**src/hdl/kwrl_ram.sv**
```systemverilog
// kwrl_ram: generic simple dual-port RAM, one write and one registered read port.
// No dependencies.
`default_nettype none

module kwrl_ram #(
    parameter int WIDTH = 8,
    parameter int DEPTH = 32,
    localparam int AW   = $clog2(DEPTH)
) (
    input  wire logic             i_clk,
    input  wire logic             i_we,
    input  wire logic [AW-1:0]    i_waddr,
    input  wire logic [WIDTH-1:0] i_wdata,
    input  wire logic [AW-1:0]    i_raddr,
    output logic      [WIDTH-1:0] o_rdata
);

    logic [WIDTH-1:0] r_mem [DEPTH];

    // Write port
    always_ff @(posedge i_clk) begin
        if (i_we) begin
            r_mem[i_waddr] <= i_wdata;
        end
    end

    // Registered read port
    always_ff @(posedge i_clk) begin
        o_rdata <= r_mem[i_raddr];
    end

endmodule : kwrl_ram

`default_nettype wire

```
**config.mk**
```make
export PLATFORM = sky130hd
export DESIGN_NAME = kwrl_ram
export DESIGN_NICKNAME = d
export VERILOG_FILES = /design/src/hdl/kwrl_ram.sv
export SDC_FILE = /design/constraint.sdc
export NUM_CORES = 1
export LEC_CHECK = 0
export BUFFER_PORTS_ARGS = -buffer_cell sky130_fd_sc_hd__buf_4
export CAP_MARGIN = 0
export CORE_ASPECT_RATIO = 0.5
export CORE_UTILIZATION = 55
export CTS_BUF_LIST = sky130_fd_sc_hd__clkbuf_16
export DETAILED_ROUTE_END_ITERATION = 16
export PLACE_DENSITY = 0.76
export SETUP_SLACK_MARGIN = 0.3
export SYNTH_ARGS = -nofsm -noshare
export SYNTH_HDL_FRONTEND = slang
export SYNTH_SLANG_ARGS = --single-unit
export TNS_END_PERCENT = 100
```
**constraint.sdc**
```tcl
create_clock -name i_clk -period 5.4 [get_ports i_clk]
set_input_delay 0.54 -clock i_clk [delete_from_list [all_inputs] [get_ports i_clk]]
set_output_delay 0.54 -clock i_clk [all_outputs]
set_load 0.02 [all_outputs]
```
# Yosys cells after proc, flatten, opt, wreduce, memory -nomap -nowiden
# Memories as Yosys holds them, arrays and structs flattened. A register that Yosys moved wholly into a read port is not among the register bits.
# Index checks and enable logic that the tools add are counted.
dict set report totals {
  ram_bits 256
  n_memories 1
  register_bits 0
  output_inout_bits 8
}
dict set report classes {
  mux 2
}
# memory depth word_bits rd rd_ports_with_merged_regs write_ports line
set memory_table {}
lappend memory_table {r_mem 32 8 1 1 1 18} ;# logic [WIDTH-1:0] r_mem [DEPTH];
# operator count
set ops {}
lappend ops {{two-way mux 1 bit} 2}

# Depth between registers and ports, before layout
# Gate-level depths: netlist of the first run.
dict set report depth {
  ltp_word 2
  depth_mapped 5
}

# Worst setup path after synthesis of the first run
# No wires, ideal clock.
dict set report synth_path {
  kind {input to register}
  start {input port i_raddr[2]}
  end {register o_rdata[0] (read register of r_mem)}
  slack_ns 3.058
  t_required_ns 5.279
  path_stages 5
  arrival_time_ns 2.222
  path_buffers 2
  cell_sequence {clkbuf_1 clkbuf_1 mux4_2 mux4_2 mux2_2}
}
# item line
set synth_rtl {}
lappend synth_rtl {{start: declaration} 14} ;# input wire logic [AW-1:0] i_raddr,
lappend synth_rtl {{end: declaration} 15} ;# output logic [WIDTH-1:0] o_rdata

==> reports/metrics.yaml, run 1 <==
ant_nets: 0
fin_nets: 470
antenna_cells: 0
fin_skew_ps: 7.52
synth_top_family_by_area: "multiplexers"
crit_path_start_kind: "input pin"
cts_max_path_buffers: 3
insertion_delay_ps: 500
syn-num-nets: 437
period_needed_ps: 2700
cts_hold_buf: 0
worst-r2r-setup-slack_ps: 3510
post_cts_buffers: 0
ios: 28
core-area_um2: 17600
track_usage_pct: 22.4
endpoint_kind: "flop"
max-cap-violations: 0
setup_tns_ps: 0
viasPerCell: 6.42
cp.arrival_ps: 3080
num_vias: 4495
syn_avg_cell_area_um2: 24.1
peakVddDrop_v: 0.000214
cp_slowest_stage_delay_ps: 750
yosys-top-cells-area: "edfxtp_1 (76%), mux4_2 (18%), dfxtp_1 (1.6%), nor2_1 (1.2%), mux2_2 (0.90%)"
max_freq_mhz: 371
firstDrtPassIters: 11
max-slew-margin-rel_pct: 22.6
synth_compound_area_share_pct: 0
synthAdderAreaFrac_pct: 0
clk_pin_slew_worst_paths_ps: 60
syn2layout_area_growth_pct: 10.8
die_w_um: 193
worstHoldEndpoint: "o_rdata[2]$_DFF_P_"
io_buffers: 27
min_from: "i_raddr[3]"
power_leakage_nw: 3.46
initial_core_util_pct: 57.1
synth-xor-area-share_pct: 0
ys_ff_latch: 264
drc: 0
p_total_mw: 4.03
yosysWarningCount: 0
criticalPathCategory: "input pin to flop"
setup_violations: 0
grt_pass1_vias: 4514
die_area_um2: 18900
cts_resized: 0
antenna_found_initial: 0
gp_congestion: 0.781
period_share_pct: 49.9
cts_buffers: 23
finalMaxSlewViolations: 0
tightest_slew_ps: 1160
die_h_um: 97.6
cts_tree: "yes"
crit_path_top_delay_cell: "buf_4"
syn-cell-area_um2: 10100
pwr_density_cell_nw_per_um2: 362
r2r-start: "r_mem[31][7]$_DFFE_PP_"
utilization_pct: 63.2
num_rows: 34
rsz0062_at_grt: "no"
hold_class: "input pin to flop"
synthDistinctLibCells: 15
drive_gt1_share_pct: 32.4
grt_pass1_wl_um: 30100
cts.sinks: 264
synth_cells: 417
wl_per_cell_um: 28.8
min_path_cells: 2
r2r_end: "o_rdata[7]$_DFF_P_"
crit_chain: "buf_4 -> buf_4 -> mux4_2 -> mux4_2 -> mux2_2"
seq_area_frac_synth_pct: 78.1
cts_root_buf: "clkbuf_16"
crit_fanout: 52
hpwl_um: 11900
drt_wl_total_um: 20200
synthMuxAreaShare_pct: 18.8
finalHoldViolCount: 0
overflow: 0
rr_worst_depth: 3
synthSimpleGateAreaFrac_pct: 2.07
yosys.area.top_type: "edfxtp_1"
cp.required_ps: 5790
fillers: 1121
htreeDepth: 1
drt-initial-drc-count: 525
grt_max_degree: 65
yosysTopAreaCellShare_pct: 76.5
outcome: "finished, final reports clean"
[layout by cell type (no fill, tap or decap), types with 2 or more instances in the layout]
| master | count |
|---|---|
| buf_4 | 28 |
| clkbuf_16 | 23 |
| clkinv_1 | 3 |
| clkinv_2 | 6 |
| dfxtp_1 | 8 |
| edfxtp_1 | 256 |
| inv_1 | 6 |
| mux2_2 | 8 |
| mux4_2 | 80 |
| nand3_1 | 2 |
| nand3b_1 | 5 |
| nor2_1 | 33 |
| or3b_2 | 3 |
[per-layer routing]
layer	track usage, %	wire length, µm
met2	35.6	9830
met5	0	0
met1	33.3	8270
met3	3.26	1620
met4	5.85	471
[worst max-delay path, delay by kind of cell]
kind | cells | cell delay, ps
mux | 3 | 1290
buf+inv | 2 | 1160
[how the worst max path moves through the flow]
stage,start,to
detailed placement,i_raddr[0],o_rdata[6]$_DFF_P_
floorplan,i_raddr[2],o_rdata[0]$_DFF_P_
finish,i_raddr[0],o_rdata[6]$_DFF_P_
global route,i_raddr[0],o_rdata[7]$_DFF_P_
CTS,i_raddr[0],o_rdata[7]$_DFF_P_
global placement,i_raddr[0],o_rdata[1]$_DFF_P_
[per-stage QoR]
stage          instances  hold slack [ps]  worst slack, ps  area (µm²)
3_5_place_dp         659              899             2140       10500
5_1_grt              700              389             2520       11100
2_1_floorplan        417              639             3060       10100
4_1_cts              700              379             2650       11100
3_3_place_gp         659              886             2170       10500
6_report             700              404             2700       11100
[cell families after synthesis]
kind of cell | count (synthesis)
simple gates | 45
mux | 88
buf+inv | 20
flops | 264
[cell type report]
| class | count | area, µm² | area share, % |
|---|---|---|---|
| Sequential cell | 264 | 7850 | 70.5 |
| Multi-Input combinational cell | 133 | 2100 | 18.9 |
| Clock buffer | 23 | 576 | 5.17 |
| Tap cell | 234 | 293 | 2.63 |
| Timing Repair Buffer | 28 | 210 | 1.89 |
| Clock inverter | 18 | 110 | 0.989 |
[flip-flops by register name (all words and copies together) (netlist names)]
name     count
r_mem      256
o_rdata      8
[cells in the mapped netlist]
cell type and instances:
nand2_1 1, nand3b_1 5, mux2_2 8, buf_1 6, buf_6 1, or3b_2 3, clkbuf_1 6, buf_4 6
dfxtp_1 8, buf_2 1, or3_1 1, mux4_2 80, nand3_1 2, edfxtp_1 256, nor2_1 33
[power by group]
group	switching (mW)	leakage, nW	internal, mW
Combinational	0.124	0.728	0.0976
Clock	0.698	0.362	0.825
Sequential	0.0111	2.37	2.28
No activity file was read; power rests on OpenSTA's default activity.
==> run 2, diff against run 1 <==
- PLACE_DENSITY: 0.76 -> 0.78
- clock period: 5.4 -> 2.2 ns (I/O delays scaled with it)
==> run 2 against run 1 <==
Largest cell class unchanged. Via count rose by 6.5%. Routed wire length rose by 11%. Critical path type is now flop to flop. Total power rose to 2.6 times the previous value. Largest power group unchanged.
==> reports/metrics.yaml, run 2 (synthesis gave the netlist of run 1 again) <==
cts_resized: 0  # unchanged
fin_ws_ps: 307  # was 2700 ps
power_frac_comb_pct: 5.8  # was 5.5%
p_int_mw: 8.24  # was 3.20 mW
criticalPathCategory: "flop to flop"  # was input pin to flop
antenna_found_initial: 1  # was 0
cts_hold_buf: 0  # unchanged
overflow: 0  # unchanged
cts_root_buf: "clkbuf_16"  # unchanged
outcome: "finished, final reports clean"  # unchanged
reg.largest.list: "r_mem (256), o_rdata (8)"  # unchanged
drt_wl_total_um: 22300  # was 20200 µm
pre_cts_slack_ps: 47.2  # was 2140 ps
power_leakage_nw: 3.73  # was 3.46 nW
antenna_cells: 0  # unchanged
grt_pass1_wl_um: 32800  # was 30100 µm
finalHoldViolCount: 0  # unchanged
swShare_pct: 20.4  # was 20.7%
hpwl_um: 13400  # was 11900 µm
power_switching_mw: 2.11  # was 0.833 mW
drc: 0  # unchanged
clk_pin_slew_worst_paths_ps: 70  # was 60 ps
final_common_cell: "edfxtp_1"  # unchanged
track_usage_pct: 24.8  # was 22.4%
endpoint_kind: "flop"  # unchanged
htreeDepth: 1  # unchanged
insertion_delay_ps: 520  # was 500 ps
ant_nets: 0  # unchanged
cts_buffers: 23  # unchanged
max_freq_mhz: 528
max-cap-violations: 0  # unchanged
hold_class: "input pin to flop"  # unchanged
fin_nets: 513  # was 470
die_h_um: 97.6  # unchanged
syn2layout_area_growth_pct: 15.5  # was 10.8%
crit_path_start_kind: "flop"  # was input pin
period_needed_ps: 1890
pwr_density_cell_nw_per_um2: 892  # was 362 nW/µm²
setup_violations: 0  # unchanged
finalMaxSlewViolations: 0  # unchanged
period_share_pct: 86.0
crit_fanout: 1  # was 52
cts_tree: "yes"  # unchanged
cp.required_ps: 2600  # was 5790 ps
num_rows: 34  # unchanged
drive_gt1_share_pct: 38.8  # was 32.4%
final_cell_mix: "edfxtp_1 (256), mux4_2 (80), buf_4 (66)"  # was edfxtp_1 (256), mux4_2 (80), nor2_1 (33)
tightest_slew_ps: 468  # was 1160 ps
die_area_um2: 18900  # unchanged
cts.sinks: 264  # unchanged
max-slew-margin-rel_pct: 68.7  # was 22.6%
wl_per_cell_um: 30.0  # was 28.8 µm
cp.arrival_ps: 2300  # was 3080 ps
num_vias: 4786  # was 4495
cts_max_path_buffers: 3  # unchanged
largest_reg_flops: 256  # unchanged
largest_register: "r_mem"  # unchanged
initial_core_util_pct: 57.1  # unchanged
ios: 28  # unchanged
p_seq_share_pct: 54.2  # was 56.7%
die_w_um: 193  # unchanged
drt-initial-drc-count: 801  # was 525
pwr-share-clk_pct: 39.9  # was 37.8%
viasPerCell: 6.43  # was 6.42
rsz0062_at_grt: "no"  # unchanged
fin_skew_ps: 14.8  # was 7.52 ps
grt_pass1_vias: 4806  # was 4514
gp_congestion: 0.780  # was 0.781
firstDrtPassIters: 5  # was 11
io_buffers: 27  # unchanged
grt_max_degree: 33  # was 65
post_cts_buffers: 0  # unchanged
core-area_um2: 17600  # unchanged
peakVddDrop_v: 0.000555  # was 0.000214 V
setup_tns_ps: 0  # unchanged
[run 2: cell count changes in the layout (fill, tap and decap cells not counted), sizes merged]
cell / before / now
buf: 28 / 71
bufinv: 1 / 4
clkinv: 9 / 12
clkinvlp: 1 / 2
inv: 7 / 1
[run 2: layer usage]
| metal | GRT usage (%) | vias up | wire length (µm) |
|---|---|---|---|
| li1 | - | 1929 | - |
| met1 | 37.3 | 2488 | 8920 |
| met2 | 36.5 | 336 | 10100 |
| met3 | 7.29 | 33 | 2870 |
| met4 | 5.48 | 0 | 380 |
| met5 | 0 | - | 0 |
[run 2: power by group through the flow]
stage,logic (mW),registers [mW],clock network (mW)
floorplan,0.299,5.74,0
global route,0.632,5.62,4.37
CTS,0.605,5.61,4.16
global placement,0.581,5.72,0
finish,0.604,5.61,4.13
detailed placement,0.596,5.72,0
[run 2: layout make-up]
class	instances	area [µm²]
flip-flops and latches	264	7850
fillers	1083	6000
multi-input cells	133	2100
repair buffers	71	596
clock buffers	23	576
well taps	234	293
clock inverters	19	196
[run 2: final timing paths]
kind,slack [ps],endpoint,start,cells past startpoint
setup / recovery,310,o_rdata[6]$_DFF_P_,r_mem[5][6]$_DFFE_PP_,3
hold / removal,70,o_rdata[5]$_DFF_P_,i_raddr[3],2
setup reg to reg,310,o_rdata[6]$_DFF_P_,r_mem[5][6]$_DFFE_PP_,3
hold reg to reg,910,o_rdata[3]$_DFF_P_,r_mem[12][3]$_DFFE_PP_,3
[run 2: critical path: stages (launching register included)]
cell,delay [ps]
edfxtp_1,410
mux4_2,540
mux4_2,530
mux2_2,300
[run 2: stage by stage]
step	power, mW	instances	cell area, µm²	hold WS [ps]	utilization [%]
final	10.3	744	11600	71.1	65.9
after global routing	10.6	744	11600	55.1	65.9
after CTS	10.4	744	11600	61.0	65.9
after detailed placement	6.32	702	10800	593	61.5
after global placement	6.30	702	10800	603	61.5
after floorplan	6.04	417	10100	319	-
==> run 3, diff against run 2 <==
- ABC_AREA: unset -> 1
==> run 3 against run 2 <==
Sequential power is essentially flat. Largest cell class unchanged. Area after synthesis grew 7.3%. Maximum frequency grew 28%.
==> reports/metrics.yaml, run 3 <==
pre_cts_slack_ps: 271  # was 47.2 ps
cts_buffers: 23  # unchanged
syn_avg_cell_area_um2: 11.7  # was 24.1 µm²
synthTopCellsByCount: "nand2_1 (360), edfxtp_1 (256), nand3_1 (204), nor2_1 (32), buf_6 (24)"  # was edfxtp_1 (256), mux4_2 (80), nor2_1 (33), dfxtp_1 (8), mux2_2 (8)
crit_chain: "buf_4 -> inv_1 -> nand3_1 -> nor2_1"  # was mux4_2 -> mux4_2 -> mux2_2
seq_area_frac_synth_pct: 72.8  # was 78.1%
synthDistinctLibCells: 12  # was 15
placed_cell_area_um2: 11200  # was 10800 µm²
r2r-start: "r_mem[3][0]$_DFFE_PP_"  # was r_mem[5][6]$_DFFE_PP_
clk_pin_slew_worst_paths_ps: 60  # was 70 ps
largest_reg_flops: 256  # unchanged
grt_pass1_vias: 7104  # was 4806
max_freq_mhz: 677  # was 528 MHz
crit_fanout: 8  # was 1
largest_register: "r_mem"  # unchanged
ys_ff_latch: 264  # unchanged
core-area_um2: 18800  # was 17600 µm²
cp_slowest_stage_delay_ps: 780  # was 540 ps
worstHoldEndpoint: "o_rdata[0]$_DFF_P_"  # was o_rdata[5]$_DFF_P_
synth_ff_type: "edfxtp_1"  # unchanged
endpoint_kind: "flop"  # unchanged
antenna_cells: 0  # unchanged
synth.most_common_cell: "nand2_1"  # was edfxtp_1
setup_violations: 0  # unchanged
ant_nets: 0  # unchanged
cp.arrival_ps: 1610  # was 2300 ps
viasPerCell: 5.83  # was 6.43
num_rows: 35  # was 34
initial_core_util_pct: 57.4  # was 57.1%
yosysWarningCount: 0  # unchanged
wl_met3_um: 2420  # was 2870 µm
io_buffers: 27  # unchanged
r2r_end: "o_rdata[0]$_DFF_P_"  # was o_rdata[6]$_DFF_P_
grt_pass1_wl_um: 39500  # was 32800 µm
gp_congestion: 0.821  # was 0.780
drc: 0  # unchanged
die_w_um: 200  # was 193 µm
fillers: 1369  # was 1083
outcome: "finished, final reports clean"  # unchanged
cts_hold_buf: 0  # unchanged
cts_root_buf: "clkbuf_16"  # unchanged
drive_gt1_share_pct: 9.83  # was 38.8%
cp.required_ps: 2330  # was 2600 ps
period_share_pct: 67.1  # was 86.0%
final_common_cell: "nand2_1"  # was edfxtp_1
cts_tree: "yes"  # unchanged
drt_wl_total_um: 25500  # was 22300 µm
syn-num-nets: 942  # was 437
criticalPathCategory: "input pin to flop"  # was flop to flop
antenna_found_initial: 0  # was 1
final_area_um2: 11900  # was 11600 µm²
power_leakage_nw: 4.49  # was 3.73 nW
yosysTopAreaCellShare_pct: 71.3  # was 76.5%
hpwl_um: 14400  # was 13400 µm
reg.largest.list: "r_mem (256), o_rdata (8)"  # unchanged
max-slew-margin-rel_pct: 47.2  # was 68.7%
grt_max_degree: 71  # was 33
tightest_slew_ps: 790  # was 468 ps
yosys-top-cells-area: "edfxtp_1 (71%), nand2_1 (13%), nand3_1 (9.5%), buf_6 (2.5%), dfxtp_1 (1.5%)"  # was edfxtp_1 (76%), mux4_2 (18%), dfxtp_1 (1.6%), nor2_1 (1.2%), mux2_2 (0.90%)
fin_ws_ps: 724  # was 307 ps
num_vias: 7211  # was 4786
firstDrtPassIters: 7  # was 5
max-cap-violations: 0  # unchanged
worst-r2r-setup-slack_ps: 1030  # was 310 ps
syn-cell-area_um2: 10800  # was 10100 µm²
rr_worst_depth: 8  # was 3
finalHoldViolCount: 0  # unchanged
cts_resized: 0  # unchanged
insertion_delay_ps: 500  # was 520 ps
fin_skew_ps: 9.40  # was 14.8 ps
finalMaxSlewViolations: 0  # unchanged
dr.max_layer_used: "met4"  # unchanged
syn2layout_area_growth_pct: 10.8  # was 15.5%
die_area_um2: 20200  # was 18900 µm²
post_cts_buffers: 0  # unchanged
overflow: 0  # unchanged
wl_per_cell_um: 20.6  # was 30.0 µm
async_reset_ff_share_pct: 0  # unchanged
crit_path_start_kind: "input pin"  # was flop
die_h_um: 101  # was 97.6 µm
track_usage_pct: 26.4  # was 24.8%
period_needed_ps: 1480  # was 1890 ps
wl_met2_um: 12200  # was 10100 µm
min_from: "i_raddr[4]"  # was i_raddr[3]
pwr_density_cell_nw_per_um2: 847  # was 892 nW/µm²
fin_nets: 981  # was 513
min_path_cells: 3  # was 2
cts_max_path_buffers: 3  # unchanged
ios: 28  # unchanged
crit_path_top_delay_cell: "nor2_1"  # was mux4_2
synth_cells: 922  # was 417
rsz0062_at_grt: "no"  # unchanged
setup_tns_ps: 0  # unchanged
htreeDepth: 1  # unchanged
wl_met1_um: 10100  # was 8920 µm
cts.sinks: 264  # unchanged
p_total_mw: 10.1  # was 10.3 mW
drt-initial-drc-count: 862  # was 801
peakVddDrop_v: 0.000524  # was 0.000555 V
final_cell_mix: "nand2_1 (360), edfxtp_1 (256), nand3_1 (204)"  # was edfxtp_1 (256), mux4_2 (80), buf_4 (66)
yosys.area.top_type: "edfxtp_1"  # unchanged
synth_edf_count: 256  # unchanged
hold_class: "input pin to flop"  # unchanged
==> run 3: cell families after synthesis <==
family,count (synthesis),synth area share [%]
DFF,264,72.8
buffers and inverters,62,4.14
and+or+nand+nor,596,23.1
==> run 3: power by group <==
part / switching, mW / total (mW) / internal, mW
logic: 0.507 / 0.703 / 0.196
registers: 0.0268 / 5.61 / 5.59
clock network: 1.67 / 3.80 / 2.12
total: 2.21 / 10.1 / 7.91
==> run 3: layout make-up <==
type | instances | area, µm² | share of cell area (%)
repair buffers | 66 | 546 | 4.57
well taps | 259 | 324 | 2.71
multi-input cells | 596 | 2490 | 20.9
clock inverters | 18 | 124 | 1.04
flip-flops and latches | 264 | 7850 | 65.7
inverters | 10 | 38.8 | 0.325
clock buffers | 23 | 576 | 4.82
==> run 3: worst max-delay path by stage <==
stage               start                endpoint  slack (ps)
2_1_floorplan  i_waddr[0]   r_mem[0][0]$_DFFE_PP_         950
3_3_place_gp   i_waddr[0]  r_mem[12][0]$_DFFE_PP_         300
3_5_place_dp   i_waddr[0]  r_mem[12][7]$_DFFE_PP_         270
4_1_cts        i_waddr[0]  r_mem[12][3]$_DFFE_PP_         780
5_1_grt        i_waddr[0]  r_mem[12][5]$_DFFE_PP_         690
6_report       i_waddr[0]  r_mem[12][2]$_DFFE_PP_         720
==> run 3: critical path: cells and delay by family <==
kind | cells | cell delay, ps
AND/OR/NAND/NOR | 2 | 1200
buffers and inverters | 2 | 180
==> run 3: metrics by stage <==
stage               util, %  cells  hold slack, ps
CTS                    63.6   1236            14.6
global route           63.6   1236            48.6
floorplan                 -    922             319
detailed placement     59.9   1195             520
finish                 63.6   1236            20.5
global placement       59.9   1195             526
==> run 3: routing by layer <==
| layer | track usage, % | vias up |
|---|---|---|
| met5 | 0 | - |
| met4 | 8.98 | 0 |
| met3 | 3.41 | 60 |
| met2 | 42.9 | 415 |
| met1 | 37.2 | 3464 |
| li1 | - | 3272 |
